**src/bcrd_pkg.sv**
```systemverilog
// bcrd_pkg: shared types and constants for the keypad click and auto-repeat detector
// no dependencies; imported by every module of the block

package bcrd_pkg;

    localparam int NUM_KEYS = 6;
    localparam int COUNT_W  = 16;
    localparam int CFG_W    = 16;
    localparam int CFG_AW   = 3;

    typedef logic [2:0] t_key;
    typedef logic [2:0] t_kind;
    typedef logic [1:0] t_act;

    // virtual keys
    localparam t_key KEY_POWER   = 3'd0;
    localparam t_key KEY_UP      = 3'd1;
    localparam t_key KEY_DOWN    = 3'd2;
    localparam t_key KEY_UPDOWN  = 3'd3;
    localparam t_key KEY_PWRUP   = 3'd4;
    localparam t_key KEY_PWRDOWN = 3'd5;
    localparam t_key OWNER_NONE  = 3'd7;

    // event kinds
    localparam t_kind KIND_CLICK  = 3'd0;
    localparam t_kind KIND_LONG   = 3'd1;
    localparam t_kind KIND_SLOW   = 3'd2;
    localparam t_kind KIND_MEDIUM = 3'd3;
    localparam t_kind KIND_FAST   = 3'd4;

    // per-key action for one tick
    localparam t_act ACT_RESET = 2'd0;
    localparam t_act ACT_DOWN  = 2'd1;
    localparam t_act ACT_UP    = 2'd2;

    // register indexes
    localparam logic [CFG_AW-1:0] CFG_SWAP       = 3'd0;
    localparam logic [CFG_AW-1:0] CFG_TICK       = 3'd1;
    localparam logic [CFG_AW-1:0] CFG_LONG       = 3'd2;
    localparam logic [CFG_AW-1:0] CFG_SLOW       = 3'd3;
    localparam logic [CFG_AW-1:0] CFG_MEDIUM     = 3'd4;
    localparam logic [CFG_AW-1:0] CFG_FAST       = 3'd5;
    localparam logic [CFG_AW-1:0] CFG_MED_AFTER  = 3'd6;
    localparam logic [CFG_AW-1:0] CFG_FAST_AFTER = 3'd7;

    localparam logic [COUNT_W-1:0] COUNT_MAX = 16'hFFFF;

    // order in which key events are offered to the owner logic
    localparam t_key KEY_ORDER [NUM_KEYS] = '{
        KEY_POWER, KEY_UPDOWN, KEY_UP, KEY_DOWN, KEY_PWRUP, KEY_PWRDOWN
    };

    typedef struct packed {
        logic [7:0]         tick_ms;
        logic [15:0]        long_ms;
        logic [15:0]        slow_ms;
        logic [15:0]        medium_ms;
        logic [15:0]        fast_ms;
        logic [COUNT_W-1:0] medium_after;
        logic [COUNT_W-1:0] fast_after;
    } t_timing;

    typedef struct packed {
        logic  req;
        t_kind kind;
    } t_fire;

    typedef struct packed {
        logic  have;
        t_key  key;
        t_kind kind;
    } t_result;

endpackage

```
**src/bcrd_key_slot.sv**
```systemverilog
// bcrd_key_slot: hold timer, event count and held flag of one virtual key
// depends on bcrd_pkg

module bcrd_key_slot #(
    parameter int TIMER_BITS = 16
) (
    input  logic            i_clk,
    input  logic            i_rst_n,
    input  logic            i_en,
    input  bcrd_pkg::t_act  i_act,
    input  bcrd_pkg::t_timing i_tim,
    output bcrd_pkg::t_fire o_fire,
    output logic            o_held
);
    import bcrd_pkg::*;

    localparam int CMP_W = (TIMER_BITS > 16) ? TIMER_BITS : 16;

    logic [TIMER_BITS-1:0] r_timer, n_timer;
    logic [COUNT_W-1:0]    r_count, n_count;
    logic                  r_held, n_held;

    logic [TIMER_BITS:0]   w_sum;
    logic [TIMER_BITS-1:0] w_sat;
    logic [15:0]           w_limit;
    t_kind                 w_kind;
    logic                  w_hit;

    // saturating timer add
    assign w_sum = {1'b0, r_timer} + {{(TIMER_BITS + 1 - 8){1'b0}}, i_tim.tick_ms};
    assign w_sat = w_sum[TIMER_BITS] ? {TIMER_BITS{1'b1}} : w_sum[TIMER_BITS-1:0];

    always_comb begin
        if (r_count == '0) begin
            w_kind  = KIND_LONG;
            w_limit = i_tim.long_ms;
        end else if (r_count > i_tim.fast_after) begin
            w_kind  = KIND_FAST;
            w_limit = i_tim.fast_ms;
        end else if (r_count > i_tim.medium_after) begin
            w_kind  = KIND_MEDIUM;
            w_limit = i_tim.medium_ms;
        end else begin
            w_kind  = KIND_SLOW;
            w_limit = i_tim.slow_ms;
        end
    end

    assign w_hit = CMP_W'(w_sat) >= CMP_W'(w_limit);

    always_comb begin
        n_timer     = r_timer;
        n_count     = r_count;
        n_held      = r_held;
        o_fire.req  = 1'b0;
        o_fire.kind = w_kind;
        case (i_act)
            ACT_DOWN: begin
                if (!r_held) begin
                    n_held = 1'b1;
                end else if (w_hit) begin
                    o_fire.req = 1'b1;
                    n_timer    = '0;
                    n_count    = (r_count == COUNT_MAX) ? r_count : r_count + 16'd1;
                end else begin
                    n_timer = w_sat;
                end
            end
            ACT_UP: begin
                // release of a key that never fired gives a click
                o_fire.req  = r_held && (r_count == '0);
                o_fire.kind = KIND_CLICK;
                n_timer     = '0;
                n_count     = '0;
                n_held      = 1'b0;
            end
            default: begin
                n_timer = '0;
                n_count = '0;
                n_held  = 1'b0;
            end
        endcase
    end

    always_ff @(posedge i_clk) begin
        if (!i_rst_n) begin
            r_timer <= '0;
            r_count <= '0;
            r_held  <= 1'b0;
        end else if (i_en) begin
            r_timer <= n_timer;
            r_count <= n_count;
            r_held  <= n_held;
        end
    end

    assign o_held = r_held;

endmodule

```
**src/bcrd_owner_arb.sv**
```systemverilog
// bcrd_owner_arb: ownership filter and result pick over the key events of one tick
// depends on bcrd_pkg

module bcrd_owner_arb (
    input  bcrd_pkg::t_fire   i_fire [bcrd_pkg::NUM_KEYS],
    input  bcrd_pkg::t_key    i_owner,
    input  logic              i_release_all,
    output bcrd_pkg::t_result o_res,
    output bcrd_pkg::t_key    o_owner
);
    import bcrd_pkg::*;

    t_key  w_k;
    t_key  w_owner;

    always_comb begin
        w_owner    = i_owner;
        w_k        = KEY_POWER;
        o_res.have = 1'b0;
        o_res.key  = KEY_POWER;
        o_res.kind = KIND_CLICK;
        for (int i = 0; i < NUM_KEYS; i++) begin
            w_k = KEY_ORDER[i];
            if (i_fire[w_k].req && (w_owner == OWNER_NONE || w_owner == w_k)) begin
                w_owner = w_k;
                // combination keys only report their long click
                if (!(w_k >= KEY_UPDOWN && i_fire[w_k].kind != KIND_LONG) && !o_res.have) begin
                    o_res.have = 1'b1;
                    o_res.key  = w_k;
                    o_res.kind = i_fire[w_k].kind;
                end
            end
        end
        if (i_release_all) begin
            w_owner = OWNER_NONE;
        end
        o_owner = w_owner;
    end

endmodule

```
**src/button_click_repeat_detector.sv**
```systemverilog
// button_click_repeat_detector: top level of the keypad click, long press and auto-repeat detector
// depends on bcrd_pkg, bcrd_key_slot and bcrd_owner_arb
//
// channel    direction  word layout (lsb first)                      accepted when
// s_axis     in         power, mode, up, down levels, 4 zero bits     tvalid && tready
// m_axis     out        event_key[2:0], event_kind[2:0], 2 zero bits  tvalid && tready
// cfg        in         index i_cfg_addr, data i_cfg_wdata            i_cfg_we
//
// one word per cycle sustained while the output is not stalled; a word passes through the
// input register and its event, if any, is registered in the output register
// the six key slots and the owner logic update together as the word leaves the input register
// reset is synchronous: timers, counts and held flags clear, owner becomes none,
// configuration registers take their defaults
// a stalled output holds the input register; input ready drops only while both
// registers are full and the output is not being taken

module button_click_repeat_detector #(
    parameter int TIMER_BITS = 16
) (
    input  logic                          i_clk,
    input  logic                          i_rst_n,
    // input stream
    input  logic                          i_s_axis_tvalid,
    output logic                          o_s_axis_tready,
    input  logic [7:0]                    i_s_axis_tdata,  // power, mode, up, down levels
    // output stream
    output logic                          o_m_axis_tvalid,
    input  logic                          i_m_axis_tready,
    output logic [7:0]                    o_m_axis_tdata,  // event_key[2:0], event_kind[5:3]
    // register writes
    input  logic                          i_cfg_we,
    input  logic [bcrd_pkg::CFG_AW-1:0]   i_cfg_addr,
    input  logic [bcrd_pkg::CFG_W-1:0]    i_cfg_wdata
);
    import bcrd_pkg::*;

    // configuration registers
    logic    r_swap;
    t_timing r_tim;

    // input register
    logic       r_in_valid;
    logic [3:0] r_lvl;

    // owner and output register
    t_key       r_owner;
    logic       r_out_valid;
    t_key       r_out_key;
    t_kind      r_out_kind;

    logic       w_proc;
    logic       w_accept;
    logic       w_pwr, w_up_raw, w_dn_raw, w_up, w_dn;
    logic       w_release_all;
    t_act       w_act  [NUM_KEYS];
    t_fire      w_fire [NUM_KEYS];
    logic [NUM_KEYS-1:0] w_held;
    t_result    w_res;
    t_key       w_owner_next;

    // a buffered word moves on when the output slot is free or being emptied
    assign w_proc          = r_in_valid && (!r_out_valid || i_m_axis_tready);
    assign o_s_axis_tready = !r_in_valid || w_proc;
    assign w_accept        = i_s_axis_tvalid && o_s_axis_tready;

    always_ff @(posedge i_clk) begin
        if (!i_rst_n) begin
            r_swap          <= 1'b0;
            r_tim.tick_ms   <= 8'd10;
            r_tim.long_ms   <= 16'd500;
            r_tim.slow_ms   <= 16'd200;
            r_tim.medium_ms <= 16'd100;
            r_tim.fast_ms   <= 16'd50;
            r_tim.medium_after <= 16'd20;
            r_tim.fast_after   <= 16'd90;
        end else if (i_cfg_we) begin
            case (i_cfg_addr)
                CFG_SWAP:       r_swap             <= i_cfg_wdata[0];
                CFG_TICK:       r_tim.tick_ms      <= i_cfg_wdata[7:0];
                CFG_LONG:       r_tim.long_ms      <= i_cfg_wdata;
                CFG_SLOW:       r_tim.slow_ms      <= i_cfg_wdata;
                CFG_MEDIUM:     r_tim.medium_ms    <= i_cfg_wdata;
                CFG_FAST:       r_tim.fast_ms      <= i_cfg_wdata;
                CFG_MED_AFTER:  r_tim.medium_after <= i_cfg_wdata;
                CFG_FAST_AFTER: r_tim.fast_after   <= i_cfg_wdata;
                default: begin
                end
            endcase
        end
    end

    always_ff @(posedge i_clk) begin
        if (!i_rst_n) begin
            r_in_valid <= 1'b0;
        end else if (w_accept) begin
            r_in_valid <= 1'b1;
        end else if (w_proc) begin
            r_in_valid <= 1'b0;
        end
    end

    always_ff @(posedge i_clk) begin
        if (w_accept) begin
            r_lvl <= i_s_axis_tdata[3:0];
        end
    end

    // levels are active low; mode acts as a second power key
    assign w_pwr    = !r_lvl[0] || !r_lvl[1];
    assign w_up_raw = !r_lvl[2];
    assign w_dn_raw = !r_lvl[3];
    assign w_up     = r_swap ? w_dn_raw : w_up_raw;
    assign w_dn     = r_swap ? w_up_raw : w_dn_raw;
    assign w_release_all = !w_pwr && !w_up && !w_dn;

    // resolve the pressed keys into one action per virtual key
    always_comb begin
        for (int k = 0; k < NUM_KEYS; k++) begin
            w_act[k] = ACT_RESET;
        end
        if (w_pwr) begin
            if (w_up) begin
                w_act[KEY_PWRUP] = ACT_DOWN;
            end else if (w_dn) begin
                w_act[KEY_PWRDOWN] = ACT_DOWN;
            end else begin
                w_act[KEY_POWER] = ACT_DOWN;
            end
        end else begin
            w_act[KEY_POWER] = ACT_UP;
            if (w_up && w_dn) begin
                w_act[KEY_UPDOWN] = ACT_DOWN;
            end else if (w_up) begin
                w_act[KEY_UP] = ACT_DOWN;
            end else begin
                w_act[KEY_UP]   = ACT_UP;
                w_act[KEY_DOWN] = w_dn ? ACT_DOWN : ACT_UP;
            end
        end
    end

    for (genvar g = 0; g < NUM_KEYS; g++) begin : g_slot
        bcrd_key_slot #(
            .TIMER_BITS (TIMER_BITS)
        ) u_slot (
            .i_clk   (i_clk),
            .i_rst_n (i_rst_n),
            .i_en    (w_proc),
            .i_act   (w_act[g]),
            .i_tim   (r_tim),
            .o_fire  (w_fire[g]),
            .o_held  (w_held[g])
        );
    end

    bcrd_owner_arb u_arb (
        .i_fire        (w_fire),
        .i_owner       (r_owner),
        .i_release_all (w_release_all),
        .o_res         (w_res),
        .o_owner       (w_owner_next)
    );

    always_ff @(posedge i_clk) begin
        if (!i_rst_n) begin
            r_owner     <= OWNER_NONE;
            r_out_valid <= 1'b0;
        end else if (w_proc) begin
            r_owner     <= w_owner_next;
            r_out_valid <= w_res.have;
        end else if (i_m_axis_tready) begin
            r_out_valid <= 1'b0;
        end
    end

    always_ff @(posedge i_clk) begin
        if (w_proc && w_res.have) begin
            r_out_key  <= w_res.key;
            r_out_kind <= w_res.kind;
        end
    end

    assign o_m_axis_tvalid = r_out_valid;
    assign o_m_axis_tdata  = {2'b00, r_out_kind, r_out_key};

    // every tick leaves at most one virtual key held
    a_one_held: assert property (@(posedge i_clk) disable iff (!i_rst_n)
        $onehot0(w_held))
        else $error("more than one key held");

    // combination keys report only the long click
    a_combo_long: assert property (@(posedge i_clk) disable iff (!i_rst_n)
        (o_m_axis_tvalid && o_m_axis_tdata[2:0] >= KEY_UPDOWN)
            |-> o_m_axis_tdata[5:3] == KIND_LONG)
        else $error("combination key reported other than long click");

    // a full release frees the owner
    a_release: assert property (@(posedge i_clk) disable iff (!i_rst_n)
        (w_proc && w_release_all) |=> r_owner == OWNER_NONE)
        else $error("owner kept after full release");

    // a reported event belongs to the owner
    a_owner: assert property (@(posedge i_clk) disable iff (!i_rst_n)
        (w_proc && w_res.have && !w_release_all) |=> r_owner == r_out_key)
        else $error("reported key is not the owner");

    // output codes stay in range
    a_codes: assert property (@(posedge i_clk) disable iff (!i_rst_n)
        o_m_axis_tvalid |-> (o_m_axis_tdata[2:0] <= KEY_PWRDOWN
            && o_m_axis_tdata[5:3] <= KIND_FAST))
        else $error("event code out of range");

endmodule

```
**config.mk**
```make
export PLATFORM = sky130hd
export DESIGN_NAME = button_click_repeat_detector
export DESIGN_NICKNAME = d
export VERILOG_FILES = /design/src/bcrd_pkg.sv /design/src/bcrd_key_slot.sv /design/src/bcrd_owner_arb.sv /design/src/button_click_repeat_detector.sv
export SDC_FILE = /design/constraint.sdc
export NUM_CORES = 2
export LEC_CHECK = 0
export ABC_AREA = 1
export BUFFER_PORTS_ARGS = -buffer_cell sky130_fd_sc_hd__buf_2
export CELL_PAD_IN_SITES_DETAIL_PLACEMENT = 1
export CELL_PAD_IN_SITES_GLOBAL_PLACEMENT = 1
export CORE_MARGIN = 3
export CORE_UTILIZATION = 30
export CTS_CLUSTER_SIZE = 20
export DETAILED_ROUTE_END_ITERATION = 8
export PLACE_DENSITY_LB_ADDON = 0.12
export SETUP_SLACK_MARGIN = 0.05
export SLEW_MARGIN = 10
export SYNTH_ARGS = -nofsm -noshare
export SYNTH_HDL_FRONTEND = slang
export SYNTH_SLANG_ARGS = --single-unit
```
**constraint.sdc**
```tcl
create_clock -name i_clk -period 5.8 [get_ports i_clk]
set_input_delay 0.87 -clock i_clk [delete_from_list [all_inputs] [get_ports i_clk]]
set_output_delay 0.87 -clock i_clk [all_outputs]
set_load 0.01 [all_outputs]
```
Yosys cells after proc, flatten, opt, wreduce, memory -nomap -nowiden --
Cells that the tools add are included.
Word-level totals: register bits 318, logic and storage cells 345, output and inout port bits 10, bits of input ports 32
Operators by class: add/subtract/negate cells 12, muxes and demuxes 151, reductions and logical operators 75, equal/unequal tests 57, $lt $le $gt $ge 18
Operators with widths (number):
- 2-to-1 mux 16 bit | 66
- > comparator 16 bit | 12
- adder 16 x 8 -> 17 bit | 6
- adder 16 x 1 -> 16 bit (second input constant) | 6
- == test 16 bit (second input constant) | 6
- >= comparator 16 bit | 6
- logical NOT 16 bit | 6
- 2-to-1 mux 3 bit | 25
- 2-to-1 mux 7 bit | 9
- == test 3 bit (second input constant) | 12
- 2-to-1 mux 1 bit | 35
- AND reduction 2 bit | 14
- inequality test 2 x 1 -> 1 bit (second input constant) | 12
- AND reduction 4 bit | 6
- logical AND 1 bit | 21
- 2-to-1 mux 6 bit | 3
- logical NOT 1 bit | 15
- == test 2 x 1 -> 1 bit (second input constant) | 6
- == test 2 bit (second input constant) | 6
- == test 3 x 2 -> 1 bit (second input constant) | 4
- inequality test 2 bit (second input constant) | 6
- one-hot mux 1 bit (2 select lines) | 6
- 2-to-1 mux 2 bit | 5
- logical OR 1 bit | 9
- 5 further kinds | 11

Logic depth before layout (Yosys ltp) --
depth in word-level cells 31, depth in mapped cells 39, depth with buffers taken out 38

Cells and area by module --
From an unflattened synthesis, not the netlist that was laid out.
Second synthesis, totals: cells, all modules 5374, area, all modules 32548.7 um^2
By module, submodules not included:
- bcrd_key_slot (g_slot[1].u_slot ...) | sequential area each 660.6 um^2, area each 4559.4 um^2, instances 4, cells an instance 773
- bcrd_key_slot (g_slot[0].u_slot ...) | sequential area each 660.6 um^2, area each 4600.7 um^2, instances 2, cells an instance 783
- button_click_repeat_detector | sequential area each 2502.4 um^2, area each 4715.8 um^2, instances 1, cells an instance 641
- bcrd_owner_arb | sequential area each 0.0 um^2, area each 394.1 um^2, instances 1, cells an instance 75

Worst setup path after synthesis --
Ideal clock, no wire load.
kind flip-flop to flip-flop, from reg r_tim[97] (netlist bit), to reg r_out_key[0], enable pin, cell stages (with the launch flop) 34, path buffers 1, arrival time 4.184 ns, clock period less this slack 4.498 ns, data required time 5.486 ns, library setup time 0.314 ns, setup slack 1.302 ns, cells stage by stage dfxtp_1 inv_1 fa_1 nor2_2 nand2_1 nand2_1 a21o_1 a21oi_2 o31ai_4 nand2_2 nor2_4 nand2_2 nor2_4 inv_2 buf_6 nand2_2 ha_1 inv_1 nor2_1 o21ai_0 nand2_1 nand2_1 nand2_1 nand2_1 nand3_2 nand2_1 inv_1 nand4_2 nand4_1 nor2_2 nand4_1 nand3_2 nand2_2 inv_1
On the way: word-level cells in the longest chain between the ends 29, elaborated cells between the ends (all ways) 78, those cells by class add/sub: 6; order compare: 6; eq/ne: 10; mux: 38; reduce/logical: 18
RTL lines:
- start, declared | line button_click_repeat_detector.sv:39 | t_timing r_tim;
- adder 16 x 8 -> 17 bit | line bcrd_key_slot.sv:30 | assign w_sum = {1'b0, r_timer} + {{(TIMER_BITS + 1 - 8){1'b0}}, i_tim.tick_ms};
- 2-to-1 mux 16 bit | line bcrd_key_slot.sv:31 | assign w_sat = w_sum[TIMER_BITS] ? {TIMER_BITS{1'b1}} : w_sum[TIMER_BITS-1:0];
- >= comparator 16 bit | line bcrd_key_slot.sv:49 | assign w_hit = CMP_W'(w_sat) >= CMP_W'(w_limit);
- 2-to-1 mux 1 bit | line bcrd_key_slot.sv:61 | end else if (w_hit) begin
- 2-to-1 mux 1 bit | line bcrd_key_slot.sv:59 | if (!r_held) begin
- one-hot mux 1 bit (2 select lines) | line bcrd_key_slot.sv:57 | case (i_act)
- logical AND 1 bit | line bcrd_owner_arb.sv:24 | if (i_fire[w_k].req && (w_owner == OWNER_NONE || w_owner == w_k)) begin
- 2-to-1 mux 3 bit | line bcrd_owner_arb.sv:24
- (+13 left out)
- logical OR 1 bit or logical AND 1 bit (tied branches) | line bcrd_owner_arb.sv:24, bcrd_owner_arb.sv:27
- logical AND 1 bit or 2-to-1 mux 7 bit (tied branches) | line bcrd_owner_arb.sv:24, bcrd_owner_arb.sv:27
- 2-to-1 mux 3 bit or 2-to-1 mux 7 bit (tied branches) | line bcrd_owner_arb.sv:24
- == test 3 bit or logical NOT 1 bit (tied branches) | line bcrd_owner_arb.sv:24, bcrd_owner_arb.sv:27
- logical OR 1 bit or logical AND 1 bit (tied branches) | line bcrd_owner_arb.sv:24, bcrd_owner_arb.sv:27
- logical AND 1 bit or 2-to-1 mux 7 bit (tied branches) | line bcrd_owner_arb.sv:24, bcrd_owner_arb.sv:27
- 2-to-1 mux 7 bit * | line bcrd_owner_arb.sv:24
- logical AND 1 bit * | line button_click_repeat_detector.sv:177 | if (w_proc && w_res.have) begin
- end signal, assigned | line button_click_repeat_detector.sv:178 | r_out_key <= w_res.key;
- end, declared | line button_click_repeat_detector.sv:48 | t_key r_out_key;
Mark *: on every way between the ends. The rest lies on a longest branch, timed or not. A chain may end at the register's enable or synchronous reset.

Worst setup path in the final report --
from reg r_tim[1] (netlist bit), to reg r_out_key[1], enable pin
On the way: word-level cells in the longest chain between the ends 30, elaborated cells between the ends (all ways) 99, those cells by class order compare: 12; eq/ne: 13; mux: 53; reduce/logical: 21
RTL lines:
- > comparator 16 bit | line bcrd_key_slot.sv:37 | end else if (r_count > i_tim.fast_after) begin
- 2-to-1 mux 16 bit | line bcrd_key_slot.sv:37
- 2-to-1 mux 16 bit | line bcrd_key_slot.sv:34 | if (r_count == '0) begin
- >= comparator 16 bit | line bcrd_key_slot.sv:49
- 2-to-1 mux 1 bit | line bcrd_key_slot.sv:61
- 2-to-1 mux 1 bit | line bcrd_key_slot.sv:59
- one-hot mux 1 bit (2 select lines) | line bcrd_key_slot.sv:57
- logical AND 1 bit | line bcrd_owner_arb.sv:24
- (+14 left out)
- logical OR 1 bit or logical AND 1 bit (tied branches) | line bcrd_owner_arb.sv:24, bcrd_owner_arb.sv:27
- logical AND 1 bit or 2-to-1 mux 7 bit (tied branches) | line bcrd_owner_arb.sv:24, bcrd_owner_arb.sv:27
- 2-to-1 mux 3 bit or 2-to-1 mux 7 bit (tied branches) | line bcrd_owner_arb.sv:24
- == test 3 bit or logical NOT 1 bit (tied branches) | line bcrd_owner_arb.sv:24, bcrd_owner_arb.sv:27
- logical OR 1 bit or logical AND 1 bit (tied branches) | line bcrd_owner_arb.sv:24, bcrd_owner_arb.sv:27
- logical AND 1 bit or 2-to-1 mux 7 bit (tied branches) | line bcrd_owner_arb.sv:24, bcrd_owner_arb.sv:27
- 2-to-1 mux 7 bit * | line bcrd_owner_arb.sv:24
- logical AND 1 bit * | line button_click_repeat_detector.sv:177
Marks and branches as above.

==> impl_metrics.tcl <==
set metrics [dict create \
    dp_hpwl_microns 81400 \
    grt_pass1_wl_microns 160000 \
    synthArstFlopShare_pct 0 \
    fillers 10200 \
    finalCritPeriodShare_pct 93.5 \
    grt-ovfl-total 0 \
    hold_path_class "input port to flop" \
    max_slew_margin_pct 34.3 \
    cts_root_buf "clkbuf_16" \
    max_freq_ghz 0.184 \
    crit_type "flop to flop" \
    vias 25600 \
    ctsHoldBuffers 0 \
    area.sequential_sq_um 6470 \
    rows 105 \
    finalHoldViolations 0 \
    area_growth_pct 15.5 \
    placement.io_buffers 35 \
    grt_pass1_vias 26300 \
    required_ns 6.11 \
    coreArea_sq_um 82200 \
    drt-initial-drc-count 1514 \
    antenna_found_initial 4 \
    start_kind "flop" \
    final_area_sq_um 28800 \
    synth_seq_cells 318 \
    clock_latency_ns 0.60 \
    drive_gt1_share_pct 11.1 \
    slowest_stage "a221oi_1" \
    die_y_microns 294 \
    cts_tree "built" \
    power_density_nw_per_um2 203 \
    power.total_mw 5.83 \
    placed_cell_area_sq_um 27000 \
    fin_cells 4678 \
    wire_per_inst_microns 22.8 \
    synth_top_flop_cell "dfxtp_1" \
    clockBufferDepth 3 \
    drc 0 \
    fin_util_pct 35.0 \
    endpoint_kind "flop" \
    place_inst 4574 \
    syn_area_per_cell_sq_um 7.22 \
    worst_pin_slew_ns 0.986 \
    grtUsageTotal_pct 24.2 \
    ir_drop_mv 0.176 \
    skew_ns 0.0130 \
    routabilityCongestion 0.904 \
    drt-pass1-iter-count 5 \
    synth.cell_area_sq_um 24900 \
    slew_violations 0 \
    avgViaCountPerCell 5.48 \
    rsz0062_at_grt "true" \
    routed_wl_microns 106000 \
    arrival_ns 5.73 \
    ant_nets 0 \
    outcome "finished clean" \
    leakage_nw 12.6 \
    cap_violations 0 \
    cts-buffers-inserted 45 \
    finalCriticalPeriod_ns 5.42 \
    die-width_microns 294 \
    cts.sinks 318 \
    synth_edf_count 10 \
    fp.dieArea_sq_um 86600 \
    path_clk_slew_ns 0.06 \
    ios 42 \
    nets 3960 \
    grt_max_degree 66 \
    synth.distinct_cells 69 \
    critPathMaxStageDelay_ns 0.44 \
    start_util_pct 30.3 \
    htree_levels 2 \
    yosys_warnings 0 \
    multi_input_area_sq_um 16600 \
    crit_fanout 10 \
    final.setup.tns_ns 0 \
    finalSetupViolations 0 \
    syn_inst 3457 \
    yosysSeqAreaShare_pct 25.9 \
]
[state kept, by name, indices dropped and copies added, names as in the netlist, 3 cells and up]
register               count
r_lvl                      4
r_out_kind                 3
g_slot.u_slot.r_timer     96
g_slot.u_slot.r_count     96
g_slot.u_slot.o_held       6
r_tim                    104
r_out_key                  3
r_owner                    3
[cell families after synthesis]
logic type	Yosys count	share of synthesized area, %
buf+inv	494	7.66
flops	318	25.9
other cells	1	0.0150
compound gates	951	23.6
fa+ha+maj	358	18.1
xor+xnor	38	1.33
simple gates	1297	23.3
[critical path, delay by kind of cell, from the launching register on]
family | cells | cell delay [ns]
AO/OA/AOI/OAI | 6 | 1.05
AND/OR/NAND/NOR | 14 | 1.66
adder cells (fa/ha/maj) | 2 | 0.62
buffers and inverters | 9 | 1.44
flip-flops | 1 | 0.35
[synth_stat cells (20+ instances only)]
| cell | instances | area [sq um] |
|---|---|---|
| nor2_1 | 333 | 1250 |
| dfxtp_1 | 308 | 6170 |
| clkbuf_1 | 81 | 304 |
| a22oi_1 | 60 | 450 |
| nor3_1 | 70 | 350 |
| o211ai_1 | 86 | 646 |
| nand2_2 | 26 | 163 |
| a21oi_1 | 365 | 1830 |
| nand2_1 | 596 | 2240 |
| o221ai_1 | 95 | 832 |
| o21ai_0 | 205 | 1030 |
| nand3_1 | 129 | 646 |
| o21ai_1 | 20 | 100 |
| a211oi_1 | 22 | 165 |
| inv_1 | 377 | 1420 |
| nand4_1 | 42 | 263 |
| ha_1 | 352 | 4400 |
[report_power, final]
part / switching [mW] / leakage (nW) / internal (mW)
registers: 0.0537 / 2.59 / 2.23
clock network: 1.16 / 0.756 / 1.80
logic: 0.416 / 9.27 / 0.175
[placed cells by master (no fill, tap or decap), types with 9 or more instances in the layout]
cell type	count
nand2_1	594
inv_1	368
a21oi_1	365
ha_1	352
nor2_1	330
dfxtp_1	306
o21ai_0	201
nand3_1	129
buf_4	118
o221ai_1	95
o211ai_1	86
nor3_1	67
a22oi_1	59
clkbuf_16	47
nand4_1	42
buf_2	34
nand2_2	28
o21ai_1	22
a211oi_1	22
xnor2_1	19
xor2_1	19
o21ai_2	17
nor4_1	16
inv_2	15
nand3_2	15
o21a_1	14
nor2_2	14
nor3_2	11
clkinvlp_4	11
clkbuf_8	11
clkbuf_1	11
a221oi_1	10
buf_12	10
edfxtp_1	10
a31oi_1	9
[metrics by stage]
stage / setup WS [ns] / hold slack, ns
after floorplan: 1.30 / 0.449
after global placement: 0.314 / 0.457
after detailed placement: 0.217 / 0.467
after CTS: 0.173 / 0.407
after global routing: 0.0104 / 0.428
final: 0.379 / 0.452
[metal layers]
metal | vias up | part of all wire, % | GRT usage, %
met1 | 12600 | 48 | 33.0
met5 | - | 0.012 | 0
met3 | 147 | 4.1 | 2.86
met4 | 2 | 2.7 | 6.91
met2 | 476 | 45 | 40.1
li1 | 12400 | - | -
[final timing paths]
kind	end	slack, ns	startpoint	cells past startpoint
max	r_out_key[1]	0.38	r_tim[1]	31
min reg2reg	g_slot[0].u_slot.r_timer[4]	0.48	g_slot[0].u_slot.r_timer[4]	2
max reg2reg	r_out_key[1]	0.38	r_tim[1]	31
min	r_lvl[0]	0.45	i_s_axis_tdata[0]	1
[timing repair]
action                     CTS  global route
setup endpoints to repair    0            34
buffers inserted             0            19
gates resized for setup      0            28
[final cells by class]
cell class                      count  area share (%)
Multi-Input combinational cell   2646            57.8
Inverter                          397            5.31
Antenna cell                        2          0.0174
Tap cell                         1070            4.65
Sequential cell                   318            22.5
Clock inverter                     14           0.630
Timing Repair Buffer              162            4.36
Clock buffer                       69            4.75
No activity file was read; power rests on OpenSTA's default activity.
